<file path="config.mk">
export PLATFORM = sky130hd
export DESIGN_NAME = rre_shape
export DESIGN_NICKNAME = d
export VERILOG_FILES = /design/src/rtl/core/rre_pkg.sv /design/src/rtl/core/rre_shape.sv
export SDC_FILE = /design/constraint.sdc
export NUM_CORES = 2
export LEC_CHECK = 0
export ABC_AREA = 1
export BUFFER_PORTS_ARGS = -buffer_cell sky130_fd_sc_hd__buf_4
export CAP_MARGIN = 20
export CORE_MARGIN = 2
export CORE_UTILIZATION = 60
export DETAILED_ROUTE_END_ITERATION = 8
export HOLD_SLACK_MARGIN = 0.06
export PLACE_DENSITY_LB_ADDON = 0.2
export SKIP_LAST_GASP = 1
export SLEW_MARGIN = 20
export SYNTH_ARGS = -nofsm -noshare
export SYNTH_HDL_FRONTEND = slang
export SYNTH_SLANG_ARGS = --single-unit
export TNS_END_PERCENT = 50
</file>
<file path="constraint.sdc">
create_clock -name clk -period 6.6 [get_ports clk]
set_input_delay 0.66 -clock clk [delete_from_list [all_inputs] [get_ports clk]]
set_output_delay 0.66 -clock clk [all_outputs]
set_load 0.1 [all_outputs]
</file>
<file path="src/rtl/core/rre_pkg.sv">
`timescale 1ns / 1ps
// ----------------------------------------------------------------------------
// rre_pkg
// Shared types, widths and codes of the rounded rectangle edge fade pipeline.
// ----------------------------------------------------------------------------
package rre_pkg;

  localparam int WINDOW_WIDTH_DEF  = 496;
  localparam int WINDOW_HEIGHT_DEF = 224;

  // geometry in signed Q8 pixels
  localparam int GW = 26;

  // outside offsets are clamped; anything this far out is already at full cover
  localparam int OFF_W = 18;
  localparam int SUM_W = 2 * OFF_W + 1;
  localparam int ROOT_IN_W = SUM_W + (SUM_W % 2);
  localparam int ROOT_W = ROOT_IN_W / 2;
  localparam int ROOT_STEPS = ROOT_W;
  localparam int ROOT_PER_STAGE = 2;
  localparam int ROOT_STAGES = (ROOT_STEPS + ROOT_PER_STAGE - 1) / ROOT_PER_STAGE;

  localparam int SPAN_W = 10;
  localparam int REM_W = SPAN_W + 1;
  localparam int Q_W = 16;
  localparam int DIV_PER_STAGE = 2;
  localparam int DIV_STAGES = Q_W / DIV_PER_STAGE;

  localparam int COVER_W = 17;
  localparam logic [COVER_W-1:0] COVER_FULL = 17'h10000;
  localparam logic [17:0] SMOOTH_THREE = 18'd196608;

  localparam int CFG_INDEX_W = 3;
  localparam int CFG_DATA_W = 10;

  typedef enum logic [CFG_INDEX_W-1:0] {
    CFG_REACH_LEFT    = 3'd0,
    CFG_REACH_RIGHT   = 3'd1,
    CFG_REACH_TOP     = 3'd2,
    CFG_REACH_BOTTOM  = 3'd3,
    CFG_FADE_SPAN     = 3'd4,
    CFG_CORNER_RADIUS = 3'd5,
    CFG_BOTTOM_LIFT   = 3'd6
  } cfg_index_t;

  typedef enum logic [1:0] {
    KIND_ZERO,
    KIND_FULL,
    KIND_RAMP
  } kind_t;

  typedef struct packed {
    logic valid;
    logic live;
  } ctl_t;

  typedef struct packed {
    logic  valid;
    kind_t kind;
  } tag_t;

  typedef struct packed {
    logic [8:0]        reach_left;
    logic [8:0]        reach_right;
    logic [8:0]        reach_top;
    logic [8:0]        reach_bottom;
    logic [SPAN_W-1:0] fade_span;
    logic [8:0]        corner_radius;
    logic [8:0]        bottom_lift;
  } cfg_t;

endpackage

</file>
<file path="src/rtl/core/rre_shape.sv">
`timescale 1ns / 1ps
// ----------------------------------------------------------------------------
// rre_shape
// Smoothstep r*r*(3-2r) on the Q0.16 ramp and the output register.
// ----------------------------------------------------------------------------
module rre_shape (
  input  logic                              clk,
  input  logic                              rst,
  input  logic                              en,
  input  rre_pkg::tag_t                     in_tag,
  input  logic [rre_pkg::Q_W-1:0]           quo,
  output logic                              out_valid,
  output logic [rre_pkg::COVER_W-1:0]       cover_val
);

  localparam int QW = rre_pkg::Q_W;

  rre_pkg::tag_t t1, t2;
  logic [2*QW-1:0] sq1;
  logic [QW+1:0] tw1;
  logic [3*QW+1:0] prod2;
  logic [rre_pkg::COVER_W-1:0] cover_nx;

  always_comb begin
    case (t2.kind)
      rre_pkg::KIND_FULL: cover_nx = rre_pkg::COVER_FULL;
      rre_pkg::KIND_RAMP: cover_nx = prod2[2*QW +: rre_pkg::COVER_W];
      default:            cover_nx = '0;
    endcase
  end

  always_ff @(posedge clk) begin
    if (rst) begin
      t1 <= '0;
      t2 <= '0;
      out_valid <= 1'b0;
    end else if (en) begin
      t1 <= in_tag;
      t2 <= t1;
      out_valid <= t2.valid;
    end
  end

  always_ff @(posedge clk) begin
    if (en) begin
      sq1       <= quo * quo;
      tw1       <= rre_pkg::SMOOTH_THREE - {1'b0, quo, 1'b0};
      prod2     <= sq1 * tw1;
      cover_val <= cover_nx;
    end
  end

endmodule

</file>
# Yosys cells after proc, flatten, opt, wreduce, memory -nomap -nowiden
# Index checks and enable logic that the tools add are counted.
# word_totals
regBits	123
input_bits	22
output_inout_bits	18
word_cells	15
# op_classes
add_sub_neg	1
mul	2
n_eq_ne	2
muxes	1
# ops
operator	n
$mul A32 B18 Y49	1
$pmux W17 S2	1
$mul A16 B16 Y32	1
$sub A18 B17 Y18 const A	1
$eq A2 B1 Y1 const B	1
$eq A2 B2 Y1 const B	1

# Longest topological paths before layout
# logic_depth
ltp_word	2
mapped_depth	29
ltp_nobuf	27

# Worst setup path after synthesis
# Ideal clock, no wire load.
# synth_path
kind	input to register
start	input quo[12] in the netlist's numbering
end	register sq1[28], data pin
setup_ns	0.252
t_arrival_ns	5.644
required_time_ns	6.348
path_slack_ns	0.703
path_stages	25
n_path_buf	2
path_cell_list	clkbuf_1 > buf_1 > nand2_1 > fa_1 > inv_1 > fa_1 > inv_1 > fa_1 > inv_1 > fa_1 > inv_1 > fa_1 > inv_1 > fa_1 > ha_1 > nand2_1 > inv_1 > a21oi_1 > nor2_1 > nor2_1 > nor2_1 > nor2_1 > nand2_1 > nand2_1 > nand2_1
# synth_between
elab_chain_len	1
# synth_lines
item	line	text
start, declared	rre_shape.sv:11	input logic [rre_pkg::Q_W-1:0] quo,
$mul A16 B16 Y32	rre_shape.sv:46	sq1 <= quo * quo;
end signal, assigned	rre_shape.sv:46	
end, declared	rre_shape.sv:19	logic [2*QW-1:0] sq1;
# Every way passes these cells.
# A chain may end at the register's enable or synchronous reset.

# Worst setup path after layout
# layout_path
start	register tw1[4]
end	register prod2[43], data pin
# layout_between
elab_chain_len	1
# layout_lines
item	line	text
start, declared	rre_shape.sv:20	logic [QW+1:0] tw1;
start signal, assigned	rre_shape.sv:47	tw1 <= rre_pkg::SMOOTH_THREE - {1'b0, quo, 1'b0};
$mul A32 B18 Y49	rre_shape.sv:48	prod2 <= sq1 * tw1;
end signal, assigned	rre_shape.sv:48	
end, declared	rre_shape.sv:21	logic [3*QW+1:0] prod2;
# Every way passes these cells.

==> flow_metrics.env <==
export IMPL_grt_use_total=0.296
export IMPL_cts_root_buf="clkbuf_16"
export IMPL_min_path_type="flip-flop to flip-flop"
export IMPL_final_nets=4530
export IMPL_port_buffers=39
export IMPL_holdBufCountCts=0
export IMPL_fin_setup_tns_ns=0
export IMPL_avgSynthCellArea_um2=7.81
export IMPL_drc=0
export IMPL_cts_buffers=9
export IMPL_ys_ff_latch=88
export IMPL_clockBufferDepth=2
export IMPL_gp_congestion=0.934
export IMPL_ioPinCount=40
export IMPL_wire_per_inst_um=16.1
export IMPL_routed_top_layer="met4"
export IMPL_syn2layout_area_growth_pct=3.87
export IMPL_fp_row_count=80
export IMPL_setup_violations=0
export IMPL_path_max_fanout=15
export IMPL_synthArstFlopShare=0
export IMPL_routed_wl_um=68800
export IMPL_synth_warnings=0
export IMPL_endpoint_kind="flip-flop"
export IMPL_status="finished, final reports clean"
export IMPL_clkSinkCount=88
export IMPL_yosysSeqAreaShare=0.0884
export IMPL_grt_pass1_wl_um=117000
export IMPL_dpl_hpwl_um=56300
export IMPL_slew_headroom=0.418
export IMPL_final_layout_size_suffix_gt1_frac=0.0382
export IMPL_htreeDepth=3
export IMPL_dieArea_mm2=0.0503
export IMPL_start_util=0.608
export IMPL_period_share=0.936
export IMPL_final_min_clock_period_ns=6.18
export IMPL_fin_skew_ns=0.0149
export IMPL_grt_max_degree=58
export IMPL_postCtsResizedCells=0
export IMPL_ant_nets=0
export IMPL_cp_required_ns=6.73
export IMPL_diodes=0
export IMPL_startpoint_type="flip-flop"
export IMPL_cp_cell_sequence="buf_4 > nand2_1 > fa_1 > fa_1 > fa_1 > inv_1 > fa_1 > fa_1 > inv_1 > fa_1 > inv_1 > ha_1 > a21oi_1 > o21ai_0 > a21oi_1 > nand2_1 > nand2_1 > nand3_1 > nand2_1 > nand2_1"
export IMPL_syn_num_nets=4595
export IMPL_vias=22000
export IMPL_cts_tree="done"
export IMPL_clk_latency_ns=0.38
export IMPL_finalMaxSlewViolations=0
export IMPL_worstMarginPinSlew_ns=0.873
export IMPL_worst_path_most_repeated_cell="fa_1"
export IMPL_met2_length_um=32400
export IMPL_hold_viol=0
export IMPL_drt_iter0_drc=1460
export IMPL_grt_pass1_vias=23300
export IMPL_worst_path_largest_cell_delay_ns=0.77
export IMPL_met1_length_um=30200
export IMPL_path_clk_slew_ns=0.07
export IMPL_synth_cell_types=46
export IMPL_die_h_um=224
export IMPL_postCtsSetupBuffers=0
export IMPL_critical_path_class="flip-flop to flip-flop"
export IMPL_cp_data_arrival_time_ns=6.30
export IMPL_dr_wl_met3_um=4700
export IMPL_rsz0062_at_grt="false"
export IMPL_coreArea_mm2=0.0478
export IMPL_dr_pass1_iters=6
export IMPL_synth_cells=3723
export IMPL_synth_edf_count=81
export IMPL_utilization=0.632
export IMPL_slowest_stage="edfxtp_1"
export IMPL_max_cap_violations=0
export IMPL_overflow=0
export IMPL_die_x_um=224
export IMPL_synth_flop_cell="edfxtp_1"
export IMPL_fmax_mhz=162
export IMPL_synth_area_mm2=0.0291
export IMPL_vias_per_cell=5.14
export IMPL_antenna_found_initial=0
[routing by layer]
layer,vias to the layer above,track usage
met5,-,0
met4,0,0.0724
met3,103,0.0365
met2,704,0.497
met1,10800,0.413
li1,10400,-
[cells in the mapped netlist, types with 2 or more instances]
cell type,n,share of area
a211oi_1,3,0.00077
a21boi_0,2,0.00052
a21o_1,3,0.00077
a21oi_1,82,0.014
a31oi_1,5,0.0011
buf_1,5,0.00065
buf_2,4,0.00069
buf_6,3,0.0012
clkbuf_1,134,0.017
clkinv_4,2,0.00060
dfxtp_1,7,0.0048
edfxtp_1,81,0.084
fa_1,595,0.41
ha_1,255,0.11
inv_1,1179,0.15
inv_2,6,0.00077
nand2_1,967,0.12
nand2_2,15,0.0032
nand3_1,49,0.0084
nand3_2,2,0.00069
nand3_4,2,0.0012
nand3b_1,3,0.00077
nand4_1,22,0.0047
nor2_1,135,0.017
nor2_2,6,0.0013
nor2_4,6,0.0023
nor3_1,12,0.0021
nor3_2,5,0.0017
nor4_1,2,0.00043
o21a_1,7,0.0018
o21ai_0,38,0.0065
o21ai_1,7,0.0012
o21bai_1,13,0.0034
or2_2,3,0.00065
xnor2_1,12,0.0036
xor2_1,41,0.012
[final cells by class]
class / count / area [um2]
Multi-Input combinational cell: 2299 / 21500
Fill cell: 4306 / 17600
Inverter: 1189 / 4490
Sequential cell: 88 / 2570
Tap cell: 615 / 769
Timing Repair Buffer: 71 / 621
Clock buffer: 12 / 289
Clock inverter: 4 / 28.8
[registers in the layout (all words and copies together), names as in the netlist]
name       flops
tw1           16
t2             3
cover_val     17
out_valid      1
sq1           31
prod2         17
t1             3
[layout by cell type (no fill, tap or decap), types with 5 or more instances in the layout]
master / instances
o21ai_0: 38
inv_1: 1179
nor2_2: 6
fa_1: 595
edfxtp_1: 81
nor2_1: 135
ha_1: 255
a31oi_1: 5
dfxtp_1: 7
clkbuf_16: 11
nor3_1: 12
buf_4: 64
nor3_2: 5
o21ai_1: 7
xor2_1: 41
nand4_1: 22
nand2_2: 15
o21bai_1: 13
nand3_1: 49
o21a_1: 7
inv_2: 6
nor2_4: 6
a21oi_1: 82
xnor2_1: 12
nand2_1: 967
buf_12: 7
[path summary, 6_finish.rpt]
path,slack [ns],cells after the start,startpoint,to
setup / recovery,0.42,20,tw1[4],prod2[43]
hold / removal,0.46,2,t1[2],t1[2]
setup reg to reg,0.42,20,tw1[4],prod2[43]
hold reg to reg,0.46,2,t1[2],t1[2]
[critical path, delay by kind of cell, from the launching register on]
family / cells / cell delay, ns
AO/OA/AOI/OAI: 3 / 0.79
flip-flops: 1 / 0.77
adder cells (fa/ha/maj): 7 / 3.40
buffers and inverters: 4 / 0.49
AND/OR/NAND/NOR: 6 / 0.47
[kinds of logic after synthesis]
group,share of synthesized area
adder cells (fa/ha/maj),0.519
XOR/XNOR,0.0160
buffers and inverters,0.174
AO/OA/AOI/OAI,0.0310
AND/OR/NAND/NOR,0.171
flip-flops,0.0884
[through the flow]
stage | setup WS (ns) | cells | cell area [um2] | hold WS, ns
floorplan | 0.703 | 3723 | 29100 | 0.435
global placement | 0.552 | 4262 | 29900 | 0.449
detailed placement | 0.517 | 4262 | 29900 | 0.456
CTS | 0.462 | 4278 | 30200 | 0.466
global route | 0.126 | 4278 | 30200 | 0.482
finish | 0.424 | 4278 | 30200 | 0.460
Power is left out: the tool's default activity adds up to more than one toggle a clock period on the data nets, which glitch-free logic cannot reach.
