**config.mk**
```make
export PLATFORM = sky130hd
export DESIGN_NAME = rre_sqrt
export DESIGN_NICKNAME = d
export VERILOG_FILES = /design/src/rtl/core/rre_pkg.sv /design/src/rtl/core/rre_sqrt.sv
export SDC_FILE = /design/constraint.sdc
export NUM_CORES = 1
export LEC_CHECK = 0
export BUFFER_PORTS_ARGS = -buffer_cell sky130_fd_sc_hd__buf_2
export CORE_MARGIN = 2
export CORE_UTILIZATION = 63
export DETAILED_ROUTE_END_ITERATION = 12
export PLACE_DENSITY = 0.81
export SYNTH_ARGS = -nofsm -noshare
export SYNTH_HDL_FRONTEND = slang
export SYNTH_SLANG_ARGS = --single-unit
```
**constraint.sdc**
```tcl
create_clock -name clk -period 7.7 [get_ports clk]
set_input_delay 2.31 -clock clk [delete_from_list [all_inputs] [get_ports clk]]
set_output_delay 2.31 -clock clk [all_outputs]
set_load 0.01 [all_outputs]
```
**src/rtl/core/rre_pkg.sv**
```systemverilog
`timescale 1ns / 1ps
// ----------------------------------------------------------------------------
// rre_pkg
// Shared types, widths and codes of the rounded rectangle edge fade pipeline.
// ----------------------------------------------------------------------------
package rre_pkg;

  localparam int WINDOW_WIDTH_DEF  = 496;
  localparam int WINDOW_HEIGHT_DEF = 224;

  // geometry in signed Q8 pixels
  localparam int GW = 26;

  // outside offsets are clamped; anything this far out is already at full cover
  localparam int OFF_W = 18;
  localparam int SUM_W = 2 * OFF_W + 1;
  localparam int ROOT_IN_W = SUM_W + (SUM_W % 2);
  localparam int ROOT_W = ROOT_IN_W / 2;
  localparam int ROOT_STEPS = ROOT_W;
  localparam int ROOT_PER_STAGE = 2;
  localparam int ROOT_STAGES = (ROOT_STEPS + ROOT_PER_STAGE - 1) / ROOT_PER_STAGE;

  localparam int SPAN_W = 10;
  localparam int REM_W = SPAN_W + 1;
  localparam int Q_W = 16;
  localparam int DIV_PER_STAGE = 2;
  localparam int DIV_STAGES = Q_W / DIV_PER_STAGE;

  localparam int COVER_W = 17;
  localparam logic [COVER_W-1:0] COVER_FULL = 17'h10000;
  localparam logic [17:0] SMOOTH_THREE = 18'd196608;

  localparam int CFG_INDEX_W = 3;
  localparam int CFG_DATA_W = 10;

  typedef enum logic [CFG_INDEX_W-1:0] {
    CFG_REACH_LEFT    = 3'd0,
    CFG_REACH_RIGHT   = 3'd1,
    CFG_REACH_TOP     = 3'd2,
    CFG_REACH_BOTTOM  = 3'd3,
    CFG_FADE_SPAN     = 3'd4,
    CFG_CORNER_RADIUS = 3'd5,
    CFG_BOTTOM_LIFT   = 3'd6
  } cfg_index_t;

  typedef enum logic [1:0] {
    KIND_ZERO,
    KIND_FULL,
    KIND_RAMP
  } kind_t;

  typedef struct packed {
    logic valid;
    logic live;
  } ctl_t;

  typedef struct packed {
    logic  valid;
    kind_t kind;
  } tag_t;

  typedef struct packed {
    logic [8:0]        reach_left;
    logic [8:0]        reach_right;
    logic [8:0]        reach_top;
    logic [8:0]        reach_bottom;
    logic [SPAN_W-1:0] fade_span;
    logic [8:0]        corner_radius;
    logic [8:0]        bottom_lift;
  } cfg_t;

endpackage

```
**src/rtl/core/rre_sqrt.sv**
```systemverilog
`timescale 1ns / 1ps
// ----------------------------------------------------------------------------
// rre_sqrt
// Pipelined bit-serial integer square root, up to two result bits per stage.
// ----------------------------------------------------------------------------
module rre_sqrt (
  input  logic                              clk,
  input  logic                              rst,
  input  logic                              en,
  input  rre_pkg::ctl_t                     in_ctl,
  input  logic [rre_pkg::SUM_W-1:0]         sum,
  input  logic signed [rre_pkg::GW-1:0]     in_lneg,
  output rre_pkg::ctl_t                     out_ctl,
  output logic [rre_pkg::ROOT_W-1:0]        root,
  output logic signed [rre_pkg::GW-1:0]     out_lneg
);

  localparam int RIW = rre_pkg::ROOT_IN_W;
  localparam int NS = rre_pkg::ROOT_STAGES;
  localparam int PER = rre_pkg::ROOT_PER_STAGE;
  localparam int STEPS = rre_pkg::ROOT_STEPS;

  logic [RIW-1:0] v_q [NS];
  logic [RIW-1:0] r_q [NS];
  logic signed [rre_pkg::GW-1:0] lneg_q [NS];
  rre_pkg::ctl_t ctl_q [NS];

  for (genvar s = 0; s < NS; s++) begin : g_stage
    logic [RIW-1:0] v_in, r_in, v_nx, r_nx;
    logic signed [rre_pkg::GW-1:0] lneg_in;
    rre_pkg::ctl_t ctl_in;

    if (s == 0) begin : g_first
      assign v_in = RIW'(sum);
      assign r_in = '0;
      assign lneg_in = in_lneg;
      assign ctl_in = in_ctl;
    end else begin : g_next
      assign v_in = v_q[s-1];
      assign r_in = r_q[s-1];
      assign lneg_in = lneg_q[s-1];
      assign ctl_in = ctl_q[s-1];
    end

    always_comb begin
      logic [RIW-1:0] bitv;
      v_nx = v_in;
      r_nx = r_in;
      bitv = '0;
      for (int k = 0; k < PER; k++) begin
        if (s * PER + k < STEPS) begin
          bitv = RIW'(1) << (RIW - 2 - 2 * (s * PER + k));
          if (v_nx >= r_nx + bitv) begin
            v_nx = v_nx - (r_nx + bitv);
            r_nx = (r_nx >> 1) + bitv;
          end else begin
            r_nx = r_nx >> 1;
          end
        end
      end
    end

    always_ff @(posedge clk) begin
      if (rst) begin
        ctl_q[s] <= '0;
      end else if (en) begin
        ctl_q[s] <= ctl_in;
      end
    end

    always_ff @(posedge clk) begin
      if (en) begin
        v_q[s]    <= v_nx;
        r_q[s]    <= r_nx;
        lneg_q[s] <= lneg_in;
      end
    end
  end

  assign out_ctl = ctl_q[NS-1];
  assign root = r_q[NS-1][rre_pkg::ROOT_W-1:0];
  assign out_lneg = lneg_q[NS-1];

endmodule

```
* Word-level counts from Yosys, hierarchy flattened
Memory sizes are Yosys's and may differ from the RTL's.
Index checks and enable logic that the tools add are counted.
** Operators by class
- Add/subtract/negate cells :: 55
- $mul :: 0
- Divide/modulo/power cells :: 0
- $lt $le $gt $ge :: 19
- Equal/unequal tests :: 0
- Shift operators :: 0
- Muxes and demuxes :: 54
- Bitwise gates (word level) :: 10
- Reductions and logical operators :: 0
** Operator list (count)
- 2-to-1 mux 38 bit :: 37
- greater-or-equal comparator 38 bit :: 18
- subtractor 38 bit :: 18
- adder 37 x 1 -> 38 bit, second input constant :: 1
- adder 37 x 11 -> 38 bit, second input constant :: 1
- adder 37 x 13 -> 38 bit, second input constant :: 1
- adder 37 x 15 -> 38 bit, second input constant :: 1
- adder 37 x 17 -> 38 bit, second input constant :: 1
- adder 37 x 19 -> 38 bit, second input constant :: 1
- adder 37 x 21 -> 38 bit, second input constant :: 1
- adder 37 x 23 -> 38 bit, second input constant :: 1
- adder 37 x 25 -> 38 bit, second input constant :: 1
- adder 37 x 27 -> 38 bit, second input constant :: 1
- adder 37 x 29 -> 38 bit, second input constant :: 1
- adder 37 x 3 -> 38 bit, second input constant :: 1
- adder 37 x 31 -> 38 bit, second input constant :: 1
- adder 37 x 33 -> 38 bit, second input constant :: 1
- adder 37 x 35 -> 38 bit, second input constant :: 1
- adder 37 x 5 -> 38 bit, second input constant :: 1
- adder 37 x 7 -> 38 bit, second input constant :: 1
- adder 37 x 9 -> 38 bit, second input constant :: 1
- adder 38 x 1 -> 38 bit, second input constant :: 1
- adder 38 x 11 -> 38 bit, second input constant :: 1
- adder 38 x 13 -> 38 bit, second input constant :: 1
- other kinds (21) :: 44
** Word-level totals
- Flip-flop bits (word level) :: 0
- Bits in latches :: 0
- Bits in writable memories :: 1040
- Bits in read-only memories :: 0
- Input bits :: 68
- Output and inout bits :: 47
- Word-level logic and storage cells :: 142
- Memories :: 4
** Memory list
- r_q :: words 10, bits a word 38, rd ports 10, clocked after Yosys merged registers in 0, write ports 10, RTL line rre_sqrt.sv:24 : logic [RIW-1:0] r_q [NS];
- v_q :: words 10, bits a word 38, rd ports 9, clocked after Yosys merged registers in 0, write ports 10, RTL line rre_sqrt.sv:23 : logic [RIW-1:0] v_q [NS];
- lneg_q :: words 10, bits a word 26, rd ports 10, clocked after Yosys merged registers in 0, write ports 10, RTL line rre_sqrt.sv:25 : logic signed [rre_pkg::GW-1:0] lneg_q [NS];
- ctl_q :: words 10, bits a word 2, rd ports 10, clocked after Yosys merged registers in 0, write ports 10, RTL line rre_sqrt.sv:26 : rre_pkg::ctl_t ctl_q [NS];

* Longest topological paths before layout
An unclocked memory read counts as a cell.
- Word-level depth :: 7
- Mapped depth :: 27
- Depth with buffers taken out :: 23

* Worst setup path after synthesis
No wires, ideal clock.
- Path type :: register -> register
- Start :: memory v_q[7][6] in the netlist's numbering
- End :: memory v_q[8][37] in the netlist's numbering, data pin
- Library setup time :: 260 ps
- Arrival :: 5086 ps
- Data required time :: 7440 ps
- Setup slack :: 2354 ps
- Stages on the path, launching flop included :: 24
- Buffers on the path :: 3
- Period minus slack after synthesis :: 5346 ps
- Cells stage by stage :: edfxtp_1 > ha_1 > and4_1 > and3_1 > a2111oi_4 > nand4_2 > inv_2 > buf_2 > buf_1 > nand2_1 > o31ai_1 > ha_1 > a21o_1 > a21o_1 > a21o_1 > a22o_1 > a41oi_2 > o21ai_1 > a41o_1 > or4_1 > or2_1 > buf_2 > nor3_1 > xnor2_1
** RTL lines (RTL line)
- start, declared :: rre_sqrt.sv:23

==> impl_results.md <==
* Worst-path clk slew at 0.06 ns
* Syn Area/Cell at about 12 µm²
* Post-synth EDFFs at 731
* Largest net degree at the start of global routing at just under 200
* Post-Syn Area at about 38000 µm²
* Fin crit period at around 6.4 ns
* Post-synthesis register bit count at between 700 and 800
* DP HPWL at 66.9 mm
* Vias in the first global route at approximately 26000
* Setup crit end kind: flop
* Total power divided by cell area at between 300 and 400 nW/µm²
* CP top delay family: compound AO/OA/AOI/OAI gates
* Placer Congestion at 0.961
* Hold buffers post-CTS at 0
* Root Buffer: clkbuf_16
* Post-synth top area cell: edfxtp_1
* WL per Instance at roughly 22 µm
* Setup TNS at 0 ns
* Peak VDD IR at 0.207 mV
* Peak Freq at between 0.15 and 0.2 GHz
* CORE AREA at approximately 60000 µm²
* I/O Pins at about 120
* Post-synth top cells: 731 x edfxtp_1, 266 x nor2_1, 231 x nand2_1, 213 x ha_1, 197 x a21oi_1
* Max incr delay on CP at 0.64 ns
* Startpoint types: flop
* WP data required at roughly 8.1 ns
* Syn. warnings at 0
* Die Ht at 250 µm
* # placed instances at around 4000
* Worst Clk Skew at roughly 0.026 ns
* Dpl ws at roughly 1.5 ns
* Mapped Cells at 3231
* Row count at 90
* CP Max Fanout at 23
* Total nets after synthesis at 3512
* Synth async-reset ratio at 0%
* Vias/cell at about 6.3
* TritonCTS clock tree: built
* Starting DRT DRC Count at 2419
* CTS buffer count at 76
* Critical hold path startpoint: lneg_q[1][8]
* Gr ovfl total at 0
* Port bufs at 114
* Setup-failing EPs final at 0
* Die Span X at 250 µm
* Crit share post-route at a little over four fifths
* Routed Antenna Nets at 0
* Non-Filler Instances at 4216
* Critical Path Source: r_q[7][9]
* Final wirelength at roughly 92 mm
* Worst-Skew Late Latency at between 0.6 and 0.7 ns
* Fraction of layout cells with a size suffix above 1 at roughly a tenth
* RSZ-0062 raised after global routing: no
* Final #Nets at roughly 3700
* Hold WC Path Type: reg -> reg
* Fin Hold WS at ~0.41 ns
* Pwr Total at approximately 0.014 W
* DRT Pass-1 Iters at 8
* Worst EP arrival at slightly below 7 ns
* Worst-Margin Slew at about 1.2 ns
* CP Buf/Inv Count at 2
* WS Path Type: reg -> reg
* Lkg Pwr at around 16 nW
* Most frequent cell after synthesis: edfxtp_1
* Area share of the largest cell type after synthesis at 57.4%
* Via count at roughly 26000
* Initial antenna violation count at 5
* CTS Buffer Depth at 3
* Final Max Slew Viols at 0
* Sequential fraction of the synthesis area at 57.4%
* Most frequent CP cell: a21o_1
* First-pass GRT wire length at between 100 and 150 mm
* Resized cells post-CTS at 0
* Final worst slack at approximately 1.3 ns
* Initial core utilization at 63.5%
* Clk sinks at 731
* Area of the die at 62700 µm²
* Synth top area cells: edfxtp_1 57%, ha_1 7.0%, xnor2_1 3.5%
* Status: completed
* # H-tree levels at 3
* Post-CTS Setup Repair Bufs at 0
* Ys flop type: edfxtp_1
* Number of fill cells in the layout at 4118
* Unique masters post-synth at around 110
* Max-Cap Viols at 0
* Relative slew slack at between 10% and 20%
* Critical path cell sequence: inv_1, ha_1, nand4_1, nor4_2, o21ai_1, nand4_2, inv_2, o31ai_1, ha_1, a21o_1, a21o_1, a21o_1, a22o_1, a41oi_2, o21ai_1, a41o_1, or4_1, or2_1, nor3_1, xnor2_1
* FF-to-FF Start: r_q[7][9]
* Hold Vio Cnt, Final at 0
* DRC Markers at 0
* Critical Path Slowest Stage Cell: nor4_2
* Total GRT Usage at between 20% and 30%
* Area Growth Syn to Fin at 10.6%
[worst reg2reg max path, stage by stage, from the launching register on]
cell	delay (ns)
edfxtp_1	0.48
inv_1	0.13
ha_1	0.38
nand4_1	0.24
nor4_2	0.64
o21ai_1	0.26
nand4_2	0.17
inv_2	0.20
o31ai_1	0.60
ha_1	0.43
a21o_1	0.20
a21o_1	0.17
a21o_1	0.18
a22o_1	0.24
a41oi_2	0.29
o21ai_1	0.17
a41o_1	0.30
or4_1	0.44
or2_1	0.32
nor3_1	0.24
xnor2_1	0.08
[cells by family (layout without fill, tap and decap cells)]
| logic type | Yosys count | in the layout | synth area share [%] |
|---|---|---|---|
| compound gates | 695 | 695 | 11.9 |
| mux | 44 | 44 | 1.26 |
| simple gates | 1036 | 1036 | 14.0 |
| xor+xnor | 257 | 257 | 5.88 |
| flops | 731 | 731 | 57.4 |
| other cells | 0 | 4 | 0 |
| buf+inv | 255 | 454 | 2.62 |
| fa+ha+maj | 213 | 213 | 6.96 |
[state kept, by name, summed over array words and instances (netlist names)]
name and count:
v_q 342, lneg_q 260, r_q 109, ctl_q 20
[where the power goes]
group          switching, W  total [W]  internal (W)
Sequential         0.000501    0.00565       0.00515
Clock               0.00156    0.00381       0.00225
Combinational       0.00285    0.00475       0.00190
[per-stage QoR]
step / instance area (µm²) / utilization, %
after global placement: 39700 / 66.0
final: 42300 / 70.3
after CTS: 42300 / 70.3
after detailed placement: 39700 / 66.0
after global routing: 42300 / 70.3
after floorplan: 38300 / -
[final timing paths]
check	to	slack, ns	cells past startpoint
max	v_q[8][37]	1.29	20
min	lneg_q[2][8]	0.41	0
max reg2reg	v_q[8][37]	1.29	20
min reg2reg	lneg_q[2][8]	0.41	0
[cells in the final DEF, fill, tap and decap left out, types with 49 or more instances in the layout]
cell type  instances
nor4_1            62
xor2_1           103
nand3_1           66
ha_1             213
o21a_1            49
clkbuf_16         78
nor3_1            81
nand2_1          231
buf_2            113
inv_1            179
xnor2_1          154
a21oi_1          197
a21o_1            60
o21ai_0          142
nor2_1           266
edfxtp_1         731
[metal layers]
metal / vias up / routed length, µm / share of wire [%] / track usage, %
li1: 12400 / - / - / -
met4: 2 / 3880 / 4.2 / 13.4
met2: 1092 / 45600 / 50 / 50.4
met5: - / 13 / 0.014 / 0
met3: 230 / 5550 / 6.0 / 3.88
met1: 12700 / 37100 / 40 / 37.5
[final cells by class]
cell class	instances	area, µm²	area share (%)
Multi-Input combinational cell	2245	15300	36.2
Inverter	186	701	1.66
Sequential cell	731	22000	51.9
Antenna cell	4	10.0	0.0236
Timing Repair Buffer	134	781	1.84
Tap cell	782	978	2.31
Clock buffer	91	2000	4.73
Clock inverter	43	583	1.38
No activity file was read; power rests on OpenSTA's default activity.
