File: src/rtl/core/rre_pkg.sv
`timescale 1ns / 1ps
// ----------------------------------------------------------------------------
// rre_pkg
// Shared types, widths and codes of the rounded rectangle edge fade pipeline.
// ----------------------------------------------------------------------------
package rre_pkg;

  localparam int WINDOW_WIDTH_DEF  = 496;
  localparam int WINDOW_HEIGHT_DEF = 224;

  // geometry in signed Q8 pixels
  localparam int GW = 26;

  // outside offsets are clamped; anything this far out is already at full cover
  localparam int OFF_W = 18;
  localparam int SUM_W = 2 * OFF_W + 1;
  localparam int ROOT_IN_W = SUM_W + (SUM_W % 2);
  localparam int ROOT_W = ROOT_IN_W / 2;
  localparam int ROOT_STEPS = ROOT_W;
  localparam int ROOT_PER_STAGE = 2;
  localparam int ROOT_STAGES = (ROOT_STEPS + ROOT_PER_STAGE - 1) / ROOT_PER_STAGE;

  localparam int SPAN_W = 10;
  localparam int REM_W = SPAN_W + 1;
  localparam int Q_W = 16;
  localparam int DIV_PER_STAGE = 2;
  localparam int DIV_STAGES = Q_W / DIV_PER_STAGE;

  localparam int COVER_W = 17;
  localparam logic [COVER_W-1:0] COVER_FULL = 17'h10000;
  localparam logic [17:0] SMOOTH_THREE = 18'd196608;

  localparam int CFG_INDEX_W = 3;
  localparam int CFG_DATA_W = 10;

  typedef enum logic [CFG_INDEX_W-1:0] {
    CFG_REACH_LEFT    = 3'd0,
    CFG_REACH_RIGHT   = 3'd1,
    CFG_REACH_TOP     = 3'd2,
    CFG_REACH_BOTTOM  = 3'd3,
    CFG_FADE_SPAN     = 3'd4,
    CFG_CORNER_RADIUS = 3'd5,
    CFG_BOTTOM_LIFT   = 3'd6
  } cfg_index_t;

  typedef enum logic [1:0] {
    KIND_ZERO,
    KIND_FULL,
    KIND_RAMP
  } kind_t;

  typedef struct packed {
    logic valid;
    logic live;
  } ctl_t;

  typedef struct packed {
    logic  valid;
    kind_t kind;
  } tag_t;

  typedef struct packed {
    logic [8:0]        reach_left;
    logic [8:0]        reach_right;
    logic [8:0]        reach_top;
    logic [8:0]        reach_bottom;
    logic [SPAN_W-1:0] fade_span;
    logic [8:0]        corner_radius;
    logic [8:0]        bottom_lift;
  } cfg_t;

endpackage

File: src/rtl/core/rre_geom.sv
`timescale 1ns / 1ps
// ----------------------------------------------------------------------------
// rre_geom
// Window geometry, corner offsets and their squared sum (five stages).
// ----------------------------------------------------------------------------
module rre_geom #(
  parameter int WINDOW_WIDTH  = rre_pkg::WINDOW_WIDTH_DEF,
  parameter int WINDOW_HEIGHT = rre_pkg::WINDOW_HEIGHT_DEF
) (
  input  logic                              clk,
  input  logic                              rst,
  input  logic                              en,
  input  rre_pkg::ctl_t                     in_ctl,
  input  logic signed [15:0]                px,
  input  logic signed [15:0]                py,
  input  rre_pkg::cfg_t                     cfg,
  output rre_pkg::ctl_t                     out_ctl,
  output logic [rre_pkg::SUM_W-1:0]         sum,
  output logic signed [rre_pkg::GW-1:0]     lneg,
  output logic signed [rre_pkg::GW-1:0]     rad
);

  localparam int GW = rre_pkg::GW;
  localparam int OFF_W = rre_pkg::OFF_W;
  localparam logic [11:0] WX = 12'(WINDOW_WIDTH);
  localparam logic [11:0] HY = 12'(WINDOW_HEIGHT);
  localparam logic [OFF_W-1:0] OFF_MAX = '1;

  // window constants, refreshed from the registers every cycle
  logic [11:0] tx, ty;
  logic signed [GW-1:0] hx, hy, cx, cy, lim, lift_q8, ins, shorter, rad_cap, rad_c;
  logic signed [GW-1:0] gc_cx, gc_cy, gc_hxr, gc_hyr, gc_rad;

  always_comb begin
    tx = WX + 12'(cfg.reach_right) + 12'(cfg.reach_left);
    ty = HY + 12'(cfg.reach_bottom) + 12'(cfg.reach_top);
    hx = $signed(GW'(tx)) <<< 7;
    cx = ($signed(GW'(WX)) + $signed(GW'(cfg.reach_right))
          - $signed(GW'(cfg.reach_left))) <<< 7;
    lim = $signed(GW'(ty)) <<< 7;
    lift_q8 = $signed(GW'(cfg.bottom_lift)) <<< 8;
    ins = (lift_q8 > lim) ? lim : lift_q8;
    hy = (($signed(GW'(ty)) <<< 8) - ins) >>> 1;
    cy = ((($signed(GW'(HY)) + $signed(GW'(cfg.reach_bottom))
           - $signed(GW'(cfg.reach_top))) <<< 8) - ins) >>> 1;
    shorter = (hx < hy) ? hx : hy;
    rad_cap = $signed(GW'(cfg.corner_radius)) <<< 8;
    rad_c = (rad_cap > shorter) ? shorter : rad_cap;
  end

  always_ff @(posedge clk) begin
    gc_cx  <= cx;
    gc_cy  <= cy;
    gc_hxr <= hx - rad_c;
    gc_hyr <= hy - rad_c;
    gc_rad <= rad_c;
  end

  assign rad = gc_rad;

  rre_pkg::ctl_t c1, c2, c3, c4, c5;
  logic signed [GW-1:0] p1x, p1y, q2x, q2y, lneg3, lneg4, lneg5;
  logic signed [GW-1:0] dx, dy, ax, ay, lm;
  logic [OFF_W-1:0] o3x, o3y, ox, oy;
  logic [2*OFF_W-1:0] s4x, s4y;
  logic [rre_pkg::SUM_W-1:0] sum5;

  always_ff @(posedge clk) begin
    if (rst) begin
      c1 <= '0;
      c2 <= '0;
      c3 <= '0;
      c4 <= '0;
      c5 <= '0;
    end else if (en) begin
      c1 <= in_ctl;
      c2 <= c1;
      c3 <= c2;
      c4 <= c3;
      c5 <= c4;
    end
  end

  always_comb begin
    dx = p1x - gc_cx;
    dy = p1y - gc_cy;
    ax = (dx < 0) ? -dx : dx;
    ay = (dy < 0) ? -dy : dy;
    ox = (q2x <= 0) ? '0 : (q2x > $signed(GW'(OFF_MAX))) ? OFF_MAX : q2x[OFF_W-1:0];
    oy = (q2y <= 0) ? '0 : (q2y > $signed(GW'(OFF_MAX))) ? OFF_MAX : q2y[OFF_W-1:0];
    lm = (q2x > q2y) ? q2x : q2y;
  end

  always_ff @(posedge clk) begin
    if (en) begin
      p1x   <= $signed({{(GW-24){px[15]}}, px, 8'b0});
      p1y   <= $signed({{(GW-24){py[15]}}, py, 8'b0});
      q2x   <= ax - gc_hxr;
      q2y   <= ay - gc_hyr;
      o3x   <= ox;
      o3y   <= oy;
      lneg3 <= (lm < 0) ? lm : '0;
      s4x   <= o3x * o3x;
      s4y   <= o3y * o3y;
      lneg4 <= lneg3;
      sum5  <= rre_pkg::SUM_W'(s4x) + rre_pkg::SUM_W'(s4y);
      lneg5 <= lneg4;
    end
  end

  assign out_ctl = c5;
  assign sum = sum5;
  assign lneg = lneg5;

endmodule

File: config.mk
export PLATFORM = sky130hd
export DESIGN_NAME = rre_geom
export DESIGN_NICKNAME = d
export VERILOG_FILES = /design/src/rtl/core/rre_pkg.sv /design/src/rtl/core/rre_geom.sv
export SDC_FILE = /design/constraint.sdc
export NUM_CORES = 2
export LEC_CHECK = 0
export ABC_AREA = 1
export BUFFER_PORTS_ARGS = -buffer_cell sky130_fd_sc_hd__buf_2
export CAP_MARGIN = 40
export CORE_AREA = 10 10 223 310
export CTS_BUF_LIST = sky130_fd_sc_hd__clkbuf_16
export DETAILED_ROUTE_END_ITERATION = 7
export DIE_AREA = 0 0 233 320
export PLACE_DENSITY = 0.82
export SLEW_MARGIN = 20
export SYNTH_ARGS = -nofsm -noshare
export SYNTH_HDL_FRONTEND = slang
export SYNTH_SLANG_ARGS = --single-unit
File: constraint.sdc
create_clock -name clk -period 12.4 [get_ports clk]
set_input_delay 2.48 -clock clk [delete_from_list [all_inputs] [get_ports clk]]
set_output_delay 2.48 -clock clk [all_outputs]
set_load 0.02 [all_outputs]
* Word level (Yosys, flattened, before mapping)
Index checks and enable logic that the tools add are counted. Widths: inputs -> output; s select.
Storage, ports and cells: flip-flop bits (word level) 433, input bits 101, output and inout port bits 91, logic and storage cells 67
Cells by class: add/sub/neg operators 19, multipliers 2, magnitude comparators 11, muxes and demuxes 8
Operator list (number):
- $mux 26 | 5
- $mul 18x18->36 | 2
- $mux 18 | 3
- $gt 26x19->1 const B | 2
- $le 26x1->1 const B | 2
- $lt 26x1->1 const B | 2
- $sub 19x26->26 | 2
- $sub 26x26->26 | 2
- $add 36x36->37 | 1
- $gt 18x26->1 | 1
- $gt 26x26->1 | 1
- $neg 25->26 | 1
- $neg 26->26 | 1
- $sub 24x26->26 | 1
- $lt 25x1->1 const B | 1
- $sub 24x19->25 | 1
- $add 10x9->11 | 2
- $sub 10x9->11 | 2
- $add 8x9->10 const A | 2
- $add 9x9->10 const A | 2
- $sub 19x18->20 | 1
- $sub 19x19->20 | 1
- $lt 19x19->1 | 1
- $gt 17x18->1 | 1

* Depth between registers and ports, before layout
depth in word-level cells 10, depth in mapped cells 77, gate-level depth less buffers 74

* Worst setup path after synthesis
OpenSTA, ideal clock, no wires.
path type input port to flip-flop, from in cfg[38] (netlist name), to reg gc_hxr[18], library setup time 0.140 ns, data arrival time 12.304 ns, required time 12.260 ns, setup slack -0.043 ns, cell stages on the path 69, path buffers 4, cells stage by stage inv_1 ha_1 inv_1 ha_1 inv_1 fa_1 o21ai_0 a21oi_1 o21bai_1 a21oi_1 o21bai_1 xnor2_1 ha_1 inv_1 nor2_2 nand3_1 nand2_1 clkinv_1 (+33 left out) o21ai_0 inv_1 ha_1 inv_1 clkbuf_1 clkbuf_1 nand3_1 nand2_1 ha_1 a21oi_1 o21ai_0 a21oi_1 o21bai_1 a31oi_1 nor2_1 a211oi_1 o21ai_0 xor2_1
On the way: word-level cells in the longest chain between the ends 9
RTL lines:
- start: declaration | RTL line rre_geom.sv:16 | input rre_pkg::cfg_t cfg,
- $add 10x9->11 (*) | RTL line rre_geom.sv:36 | ty = HY + 12'(cfg.reach_bottom) + 12'(cfg.reach_top);
- $gt 17x18->1 | RTL line rre_geom.sv:42 | ins = (lift_q8 > lim) ? lim : lift_q8;
- $mux 18 | RTL line rre_geom.sv:42
- $sub 19x18->20 (*) | RTL line rre_geom.sv:43 | hy = (($signed(GW'(ty)) <<< 8) - ins) >>> 1;
- $lt 19x19->1 | RTL line rre_geom.sv:46 | shorter = (hx < hy) ? hx : hy;
- $mux 26 (*) | RTL line rre_geom.sv:46
- $gt 18x26->1 | RTL line rre_geom.sv:48 | rad_c = (rad_cap > shorter) ? shorter : rad_cap;
- $mux 26 (*) | RTL line rre_geom.sv:48
- $sub 19x26->26 (*) | RTL line rre_geom.sv:54 | gc_hxr <= hx - rad_c;
- end signal: assignment | RTL line rre_geom.sv:54
- end: declaration | RTL line rre_geom.sv:32 | logic signed [GW-1:0] gc_cx, gc_cy, gc_hxr, gc_hyr, gc_rad;
Every way passes the cells marked *; elsewhere a longest branch is shown, timed or not. A chain may end at the register's enable or synchronous reset.

* Final worst setup path
from in cfg[29] (netlist name), to reg gc_hxr[18]
On the way: word-level cells in the longest chain between the ends 10
RTL lines (RTL line):
- $add 8x9->10 (*) | rre_geom.sv:36
- $add 10x9->11 (*) | rre_geom.sv:36
- $gt 17x18->1 | rre_geom.sv:42
- $mux 18 | rre_geom.sv:42
- $sub 19x18->20 (*) | rre_geom.sv:43
- $lt 19x19->1 | rre_geom.sv:46
- $mux 26 (*) | rre_geom.sv:46
- $gt 18x26->1 | rre_geom.sv:48
- $mux 26 (*) | rre_geom.sv:48
- $sub 19x26->26 (*) | rre_geom.sv:54
Marked as above.

==> flow_summary.json <==
{
  "hold_viol_final": 0,
  "multi_input_area_um2": 23200,
  "hold_path_class": "flip-flop to flip-flop",
  "grt_pass1_wl_um": 138000,
  "slowest_delay_ns": 0.39,
  "synth_edf_count": 253,
  "clockBufferDepth": 3,
  "first_global_vias": 29200,
  "synthTopCellsByCount": "962 x inv_1, 705 x nand2_1, 442 x ha_1",
  "yosysWarnings": 0,
  "yosysTopAreaCell": "edfxtp_1",
  "grt_overflow": 0,
  "drv_slew": 0,
  "synth_flop_cell": "edfxtp_1",
  "rsz0062_at_grt": "false",
  "rows": 109,
  "drcViolationCount": 0,
  "relSlewSlack": 0.410,
  "synthTopCellsByArea": "edfxtp_1 21%, fa_1 21%, ha_1 15%, inv_1 9.9%, nand2_1 7.3%",
  "die_w_um": 233,
  "cts_sinks": 339,
  "worstSetupEndpointType": "flip-flop",
  "drt-total-wl_um": 82800,
  "startpoint_type": "input port",
  "die_y_um": 320,
  "wl_per_cell_um": 15.8,
  "required_ns": 12.84,
  "area_growth_pct": 9.84,
  "slowest_stage": "fa_1",
  "syn_area_per_cell_um2": 8.81,
  "fin_nets": 5318,
  "ant_nets": 0,
  "skew_ns": 0.0308,
  "drt-initial-drc-count": 1405,
  "setup-tns-final_ns": 0,
  "post-route-period-util": 0.930,
  "ys_seq_area_frac": 0.256,
  "cts_tree": "built",
  "via_per_inst": 5.26,
  "period_minus_slack_ns": 11.53,
  "ys_types": 59,
  "drive_gt1_frac": 0.0843,
  "finalSetupViolCount": 0,
  "gp_congestion": 0.966,
  "synth_cells": 4132,
  "crit_type": "input port to flip-flop",
  "async_reset_ff_frac": 0,
  "grt_max_degree": 169,
  "ys_ff_latch": 339,
  "htreeDepth": 2,
  "path_max_fanout": 9,
  "worstMarginPinSlew_ns": 0.886,
  "r2r_slack_ns": 5.50,
  "maxCapViolations": 0,
  "status": "finished, final reports clean",
  "n_fill_cell": 5305,
  "n_antenna_cell": 0,
  "arrival_ns": 11.97,
  "hold_ws_ns": 0.414,
  "path_clk_slew_ns": 0.06,
  "path_common_cell": "nand2_1",
  "synth_area_um2": 36400,
  "regArea_um2": 9320,
  "first_pass_iters": 6,
  "fp.coreArea_um2": 63000,
  "num_io_pins": 192,
  "dp_hpwl_um": 69200,
  "synth_top_area_share": 0.209,
  "dieArea_um2": 74600,
  "port_buffers": 165,
  "vias": 27600,
  "clock_latency_ns": 0.56,
  "grtUsageTotal": 0.227,
  "root_buffer": "clkbuf_16",
  "antenna_found_initial": 0,
  "cts_buffers": 35,
  "clock.fmax_mhz": 86.7,
  "start_util": 0.578,
  "synth_most_common_cell": "inv_1"
}
layout make-up:
cell class | instances | share of cell area
clock inverter | 27 | 0.00451
timing repair buffer | 285 | 0.0439
sequential | 339 | 0.233
clock buffer | 36 | 0.0225
tap | 832 | 0.0260
multi-input combinational | 2771 | 0.579
inverter | 965 | 0.0906
repair_timing:
item,4_1_cts,5_1_grt
hold buffers,0,0
endpoints found under the setup margin,0,30
hold endpoints to repair,0,0
resized for setup,0,20
setup buffers,0,1
worst paths after layout:
kind | start | end | cells past startpoint
setup / recovery | cfg[29] | gc_hxr[18] | 70
hold reg to reg | lneg3[10] | lneg4[10] | 0
setup reg to reg | o3y[17] | s4y[33] | 24
hold / removal | lneg3[10] | lneg4[10] | 0
flip-flops by register name, summed over array words and instances, names as in the netlist:
| name | cells |
|---|---|
| sum | 33 |
| s4x | 31 |
| s4y | 31 |
| gc_hyr | 20 |
| lneg3 | 20 |
| lneg4 | 20 |
| lneg | 20 |
| q2x | 20 |
| q2y | 20 |
| gc_hxr | 19 |
| p1x | 16 |
| p1y | 16 |
| gc_cy | 13 |
| o3x | 13 |
| o3y | 13 |
| rad | 13 |
| gc_cx | 11 |
| c1 | 2 |
| c2 | 2 |
| c3 | 2 |
| c4 | 2 |
| out_ctl | 2 |
layer usage:
layer  GRT usage  part of all wire  routed length (um)
met2       0.445              0.55               45900
met1       0.230              0.35               29400
met5           0                 0                   0
met4       0.112             0.052                4290
met3      0.0271             0.039                3200
logic make-up (layout without fill, tap and decap cells):
family                   Yosys count  after routing  share of synthesized area
AO/OA/AOI/OAI                    572            572                     0.0866
XOR/XNOR                         246            246                     0.0594
adder cells (fa/ha/maj)          820            820                      0.360
buffers and inverters           1042           1313                      0.111
flip-flops                       339            339                      0.256
multiplexers                       2              2                   0.000619
other                              2             22                   0.000206
AND/OR/NAND/NOR                 1109           1109                      0.127
worst max-delay path, delay by kind of cell:
family,cells,cell delay [ns]
AO/OA/AOI/OAI,24,3.38
adder cells (fa/ha/maj),10,2.72
AND/OR/NAND/NOR,23,2.07
buffers and inverters,11,1.04
XOR/XNOR,2,0.27
layout by cell type (no fill, tap or decap), types with 8 or more instances in the layout:
cell       count
nor3_1        27
nand4_1       37
a21oi_1      297
o21ai_1       23
or2_2          8
conb_1        22
nand3_1      114
edfxtp_1     253
o21ai_0      138
fa_1         378
o21bai_1      24
nor2_1       177
o211ai_1       9
xor2_1       170
nand3b_1       8
buf_4        117
dfxtp_1       86
nor4_1        11
a31oi_1       14
a21boi_0       8
ha_1         441
inv_1        965
a211oi_1       9
o31ai_1       12
xnor2_1       74
nand2_1      705
clkbuf_16     36
a21o_1         9
buf_2        165
per-stage QoR:
stage | worst slack (ns) | utilization | std cells | area [um2]
3_3_place_gp | -0.115 | 0.616 | 5189 | 38800
5_1_grt | 0.0567 | 0.634 | 5255 | 40000
2_1_floorplan | 0.0390 | - | 4152 | 36500
3_5_place_dp | -0.234 | 0.616 | 5190 | 38800
4_1_cts | 0.341 | 0.634 | 5253 | 39900
6_report | 0.872 | 0.634 | 5255 | 40000
Power is left out: the tool's default activity adds up to more than one toggle a clock period on the data nets, which glitch-free logic cannot reach.
